===== config.mk =====
export PLATFORM = sky130hd
export DESIGN_NAME = rti_queue
export DESIGN_NICKNAME = d
export VERILOG_FILES = /design/src/hdl/rti_pkg.sv /design/src/hdl/rti_queue.sv
export VERILOG_INCLUDE_DIRS = /design/src /design/src/hdl
export SDC_FILE = /design/constraint.sdc
export NUM_CORES = 1
export LEC_CHECK = 0
export BUFFER_PORTS_ARGS = -buffer_cell sky130_fd_sc_hd__buf_2
export CORE_MARGIN = 2
export CORE_UTILIZATION = 59
export CTS_BUF_LIST = sky130_fd_sc_hd__clkbuf_8
export DETAILED_ROUTE_END_ITERATION = 7
export PLACE_DENSITY = 0.82
export SLEW_MARGIN = 20
export SYNTH_ARGS = -nofsm -noshare
export SYNTH_HDL_FRONTEND = slang
export SYNTH_SLANG_ARGS = --single-unit

===== constraint.sdc =====
create_clock -name clk -period 5.2 [get_ports clk]
set_clock_uncertainty 0.2 [all_clocks]
set_input_delay 0.52 -clock clk [delete_from_list [all_inputs] [get_ports clk]]
set_output_delay 0.52 -clock clk [all_outputs]
set_load 0.005 [all_outputs]

===== src/hdl/assert_macros.svh =====
// Assertion shorthands for the ray/triangle intersection block.
// Used by the queue and back-end modules; no other dependencies.
`ifndef ASSERT_MACROS_SVH
`define ASSERT_MACROS_SVH

// Property that must hold at every clock edge outside reset.
`define RTI_ASSERT(lbl, clk, rstn, prop, msg) \
  lbl: assert property (@(posedge clk) disable iff (!rstn) (prop)) else $error(msg);

// Condition that must hold in the cycle after a trigger.
`define RTI_ASSERT_NEXT(lbl, clk, rstn, ante, cons, msg) \
  lbl: assert property (@(posedge clk) disable iff (!rstn) (ante) |=> (cons)) else $error(msg);

`endif


===== src/hdl/rti_pkg.sv =====
// Shared types and constants for the ray/triangle intersection block.
// No dependencies; imported by every module of the block.
`default_nettype none

package rti_pkg;

  localparam int VEC_W     = 63;
  localparam int EPS_W     = 20;
  localparam int EPS_RESET = 10737;
  localparam int DIST_W    = 32;
  localparam int DIST_FRAC = 16;
  // quotient bits kept before saturation: one more than the distance width
  localparam int QUOT_W    = DIST_W + 1;
  localparam int QDEPTH    = 4;

  localparam int APB_AW    = 3;
  localparam int APB_DW    = 32;
  localparam int REG_IDX_W = APB_AW - 2;

  typedef logic [REG_IDX_W-1:0] reg_idx_t;
  localparam reg_idx_t REG_DET_EPS = reg_idx_t'(0);

  typedef logic [2:0] outcome_t;
  localparam outcome_t OUT_HIT      = 3'd0;
  localparam outcome_t OUT_PARALLEL = 3'd1;
  localparam outcome_t OUT_U_RANGE  = 3'd2;
  localparam outcome_t OUT_V_RANGE  = 3'd3;
  localparam outcome_t OUT_BEHIND   = 3'd4;

  typedef struct packed {
    logic full;
    logic empty;
  } q_stat_t;

endpackage

`default_nettype wire


===== src/hdl/rti_queue.sv =====
// Short FIFO between the classifying front end and the dividing back end.
// Depends on rti_pkg and assert_macros.svh.
`default_nettype none
`include "assert_macros.svh"

module rti_queue import rti_pkg::*; #(
  parameter int WIDTH = 141,
  parameter int DEPTH = 4
) (
  input  wire logic             clk,
  input  wire logic             rst_n,
  input  wire logic             push,
  input  wire logic [WIDTH-1:0] din,
  input  wire logic             pop,
  output logic [WIDTH-1:0]      dout,
  output q_stat_t               stat
);

  localparam int AW = $clog2(DEPTH);
  localparam int CW = $clog2(DEPTH + 1);

  logic [WIDTH-1:0] mem [DEPTH];
  logic [AW-1:0]    wr_ptr_r, rd_ptr_r;
  logic [CW-1:0]    cnt_r;
  logic             do_push, do_pop;

  assign stat.full  = (cnt_r == CW'(DEPTH));
  assign stat.empty = (cnt_r == '0);
  assign do_push    = push && !stat.full;
  assign do_pop     = pop && !stat.empty;
  assign dout       = mem[rd_ptr_r];

  always_ff @(posedge clk) begin
    if (!rst_n) begin
      wr_ptr_r <= '0;
      rd_ptr_r <= '0;
      cnt_r    <= '0;
    end else begin
      if (do_push) begin
        wr_ptr_r <= (wr_ptr_r == AW'(DEPTH - 1)) ? '0 : wr_ptr_r + 1'b1;
      end
      if (do_pop) begin
        rd_ptr_r <= (rd_ptr_r == AW'(DEPTH - 1)) ? '0 : rd_ptr_r + 1'b1;
      end
      if (do_push && !do_pop) begin
        cnt_r <= cnt_r + 1'b1;
      end else if (do_pop && !do_push) begin
        cnt_r <= cnt_r - 1'b1;
      end
    end
  end

  always_ff @(posedge clk) begin
    if (do_push) begin
      mem[wr_ptr_r] <= din;
    end
  end

  `RTI_ASSERT(a_no_push_full, clk, rst_n, !(push && stat.full), "transfer into full queue")
  `RTI_ASSERT_NEXT(a_fills, clk, rst_n, push && !pop && cnt_r == CW'(DEPTH - 1), stat.full, "queue count lost an entry")

endmodule

`default_nettype wire


# ---- Yosys cells after proc, flatten, opt, wreduce, memory -nomap -nowiden
# Memories as Yosys holds them, arrays and structs flattened. A register that Yosys moved wholly into a read port is not among the register bits.
# Cells that the tools add are included.
dict set report word_totals {
  regBits 7
  ramBits 564
  input_bits 145
  out_inout_bits 143
  elab_cells 29
  mem_count 1
}
# name depth word_bits read_ports rd_ports_with_merged_regs wr line_no
set mem_list {}
lappend mem_list {mem 4 141 1 1 1 rti_queue.sv:22} ;# logic [WIDTH-1:0] mem [DEPTH];
dict set report op_classes {
  addsub 4
  n_eq_ne 3
  n_mux 8
  n_reduce_logical 10
}
# operator n
set ops {}
lappend ops {{two-way mux 2 bit} 4}
lappend ops {{two-way mux 3 bit} 2}
lappend ops {{adder 2 x 1 -> 2 bit, second input constant} 2}
lappend ops {{== test 2 bit, second input constant} 2}
lappend ops {{logical AND 1 bit} 4}
lappend ops {{logical NOT 1 bit} 4}
lappend ops {{adder 3 x 1 -> 3 bit, second input constant} 1}
lappend ops {{== test 3 bit, second input constant} 1}
lappend ops {{logical NOT 3 bit} 1}
lappend ops {{subtractor 3 x 1 -> 3 bit, second input constant} 1}
lappend ops {{two-way mux 1 bit} 2}
lappend ops {{nonzero test 2 bit} 1}

# ---- Depth between registers and ports, before layout
dict set report logic_depth {
  word_depth 7
  depth_mapped 9
  mapped_depth_nobuf 8
}

# ---- Least setup slack after synthesis
# OpenSTA, ideal clock, no wires.
dict set report synth_timing {
  kind {in2reg}
  startpoint {in push}
  endpoint {mem mem[1][0] (enable)}
  setup_time_ns 0.517
  arrival_ns 4.139
  t_required_ns 4.483
  slack_ns 0.344
  path_stages 3
  path_buffers 1
  path_cell_list {nor2b_1 clkbuf_1 and2_1}
}
dict set report synth_via {
  elab_chain_len 3
}
# item line_no
set synth_lines {}
lappend synth_lines {{start: declaration} rti_queue.sv:12} ;# input wire logic push,
lappend synth_lines {{logical AND 1 bit} rti_queue.sv:29} ;# assign do_push = push && !stat.full;
lappend synth_lines {{named net do_push} rti_queue.sv:25} ;# logic do_push, do_pop;
lappend synth_lines {{two-way mux 1 bit} rti_queue.sv:54} ;# if (do_push) begin
lappend synth_lines {{two-way mux 1 bit (implied by the code)} rti_queue.sv:55} ;# mem[wr_ptr_r] <= din;
lappend synth_lines {{end: declaration} rti_queue.sv:22}
# The timed path passes the listed nets, and every way through them passes these cells.

==> impl_results.md <==
- Root buf cell: clkbuf_8
- Vias in the first global route: 10650
- CTS tree: yes
- # DRC: 0
- Pin count of the biggest net entering global routing: 76
- Routed len/inst: 23.30 um
- Register Area: 17120 sq um
- Num CTS Buffers: 86
- Final ANT Viol Nets: 0
- Die X-Extent: 191.8 um
- Crit. End Element: output port
- Final hold violations: 0
- Hold Crit Start: rst_n
- # fillers: roughly 1900
- Post-synth cell types: 24
- RSZ-0062 raised after global routing: false
- Seq cells post-synth: 573
- Worst Setup Slack, final: 1.644 ns
- Die area: 36780 sq um
- Clk pwr share: 28.8%
- Total Neg Setup Slack: 0 ns
- Layout Area Growth over Synthesis: 23.87%
- Fin crit share: 68.38%
- Slew @ Worst Pin: 1.035 ns
- Mapped Area: between 20000 and 25000 sq um
- Post-cts resize count: 0
- Vias: 10200
- Share of cells above drive strength 1: 41.15%
- Pre-Repair DR Iteration Count: 5
- First-pass GRT wire length: 61810 um
- Max Clock Freq: 281.3 MHz
- Critical path type: flop to output port
- Average footprint of a synthesized cell: 26.40 sq um
- # rows: 68
- Post-Synthesis Cells: 788
- Leak pwr: approximately 9 nW
- Max cap viols: 0
- Share of total power in sequential cells: between 50% and 60%
- All-layer global routing usage: 23.07%
- Net Switching: 3.018 mW
- Syn nets: 940
- Startpoint Class: flop
- Slowest-stage cell, CP: dfxtp_4
- Clk pin slew, worst setup/hold paths: 0.07 ns
- Setup-failing EPs final: 0
- DPL Wire Length: 23640 um
- HP Class: input pin to flop
- Nets: 1435
- Post-route minimum period: 3.556 ns
- Initial antenna violation count: 9
- Die height: 191.8 um
- Sink Count: 573
- Area of the multi-input gates: roughly 3500 sq um
- Critical path arrival: 2.84 ns
- H-tree levels: 3
- Crit path cell chain: buf_4 > mux4_2 > buf_2
- Starting density of the core: 60.07%
- Ys Warns: 0
- Seq/Total Area, Yosys: 82.28%
- Outcome: finished clean
- Total grt overflow: 0
- Clk buf depth: 3
- Switching portion of total power: roughly 26%
- Peak supply drop: 0.2858 mV
- Core area: 34630 sq um
- Vias per inst: 5.646
- R2r startpoint: cnt_r[0]
- Worst-path fanout max: 33
- Power Density: about 450 nW/um^2
- Ports: 288
- Combinational Power Share: 21.1%
- WP buf/inv: 2
- Clk_lat worst skew: around 0.62 ns
- Initial drt markers: 809
- IO buf count: around 290
- Final GP Congestion: 0.7593
- Crit-path leading delay family: flip-flops
- Int Pwr: 8.654 mW
- Max stage delay on crit path: 0.81 ns
- # placed instances: 1509
- Final Max Tran Viols: 0
- Final Non-Filler Cells: 1806
- WL final: 42070 um
- Relative slew slack: 31.03%
- Worst EP required: 4.48 ns
- Setup WS pre-CTS: around 2.2 ns
## cell families after synthesis
family	Yosys count	synth area share [%]
xor gates and xnor gates	2	0.08422
DFF	573	82.28
AOI/OAI and AO/OA	5	0.1444
and+or+nand+nor	20	0.4932
adders and majority gates	7	0.4571
buffers and inverters	37	1.131
muxes	144	15.41
## registers in the layout, indices dropped and copies added (netlist names), named ones only
name / cells
rd_ptr_r: 2
cnt_r: 3
wr_ptr_r: 2
mem: 564
## worst register-to-register path, cell delays in order (launching register included)
cell	delay (ns)
dfxtp_1	0.43
nor3b_1	0.10
nor2b_1	0.47
and2_4	0.72
buf_4	0.57
## power groups by stage
stage / clock [mW] / combinational, mW / sequential (mW)
after floorplan: 0 / 1.53 / 5.86
after global placement: 0 / 2.37 / 5.91
after detailed placement: 0 / 2.39 / 5.95
after CTS: 3.42 / 2.49 / 5.85
after global routing: 3.62 / 2.65 / 5.90
final: 3.36 / 2.46 / 5.85
## synth_stat cells
master / n / share of area, %
edfxtp_1: 564 / 81
mux4_2: 141 / 15
buf_2: 16 / 0.38
buf_6: 10 / 0.54
dfxtp_1: 9 / 0.87
clkbuf_1: 7 / 0.13
ha_1: 6 / 0.36
nand2_1: 6 / 0.11
and2_1: 5 / 0.15
inv_1: 3 / 0.054
mux2i_1: 3 / 0.14
o21ai_0: 3 / 0.072
nand3_1: 2 / 0.048
nor2_1: 2 / 0.036
nor2b_1: 2 / 0.060
a21boi_0: 1 / 0.036
clkbuf_2: 1 / 0.024
fa_1: 1 / 0.096
nor3_1: 1 / 0.024
nor3b_1: 1 / 0.036
o31ai_1: 1 / 0.036
or3_1: 1 / 0.030
xnor2_1: 1 / 0.042
xor2_1: 1 / 0.042
## worst paths after layout
| path | endpoint | cells after the start | slack, ns |
|---|---|---|---|
| hold reg to reg | wr_ptr_r[1] | 2 | 0.32 |
| hold / removal | wr_ptr_r[1] | 3 | 0.06 |
| setup / recovery | dout[24] | 3 | 1.64 |
| setup reg to reg | mem[3][64] | 4 | 2.33 |
## layout by cell type (no fill, tap or decap), types with 2 or more instances in the layout
cell type and count:
o21ai_0 3, diode_2 7, nor2b_1 2, mux2i_1 3, nand3_1 2, clkinv_2 10
dfxtp_1 7, buf_2 287, buf_12 6, clkbuf_8 94, buf_4 7, and2_4 4
mux4_2 141, inv_1 28, dlygate4sd3_1 141, nor2_1 2, clkinv_1 18, ha_1 6
bufinv_16 2, nand2_1 6, dfxtp_4 2, edfxtp_1 564
## metal layers
| layer | vias to the layer above | part of all wire (%) | global-route usage [%] |
|---|---|---|---|
| met4 | 4 | 3.1 | 9.941 |
| met2 | 450 | 49 | 35.99 |
| met5 | - | 0.064 | 0 |
| met1 | 5234 | 39 | 30.80 |
| met3 | 88 | 8.3 | 6.870 |
| li1 | 4420 | - | - |
## stage by stage
stage	utilization, %	total power [mW]	hold WS, ns	area, sq um
6_report	74.41	11.67	0.05810	25770
5_1_grt	74.41	12.17	0.04210	25770
4_1_cts	74.36	11.76	0.01914	25750
3_5_place_dp	65.77	8.332	0.3039	22770
3_3_place_gp	65.77	8.275	0.3011	22770
2_1_floorplan	-	7.383	0.2677	20800
## timing repair
item / in CTS / in global routing
hold buffers: 141 / 0
setup buffers: 0 / 0
endpoints found under the hold margin: 564 / 0
## area by class of cell
type / count / share of cell area [%]
clock inverters: 55 / 1.054
well taps: 455 / 2.209
repair buffers: 441 / 11.72
clock buffers: 94 / 5.021
diodes: 7 / 0.06798
inverters: 3 / 0.04370
flip-flops and latches: 573 / 66.45
multi-input cells: 178 / 13.43
No activity file was read; power rests on OpenSTA's default activity.
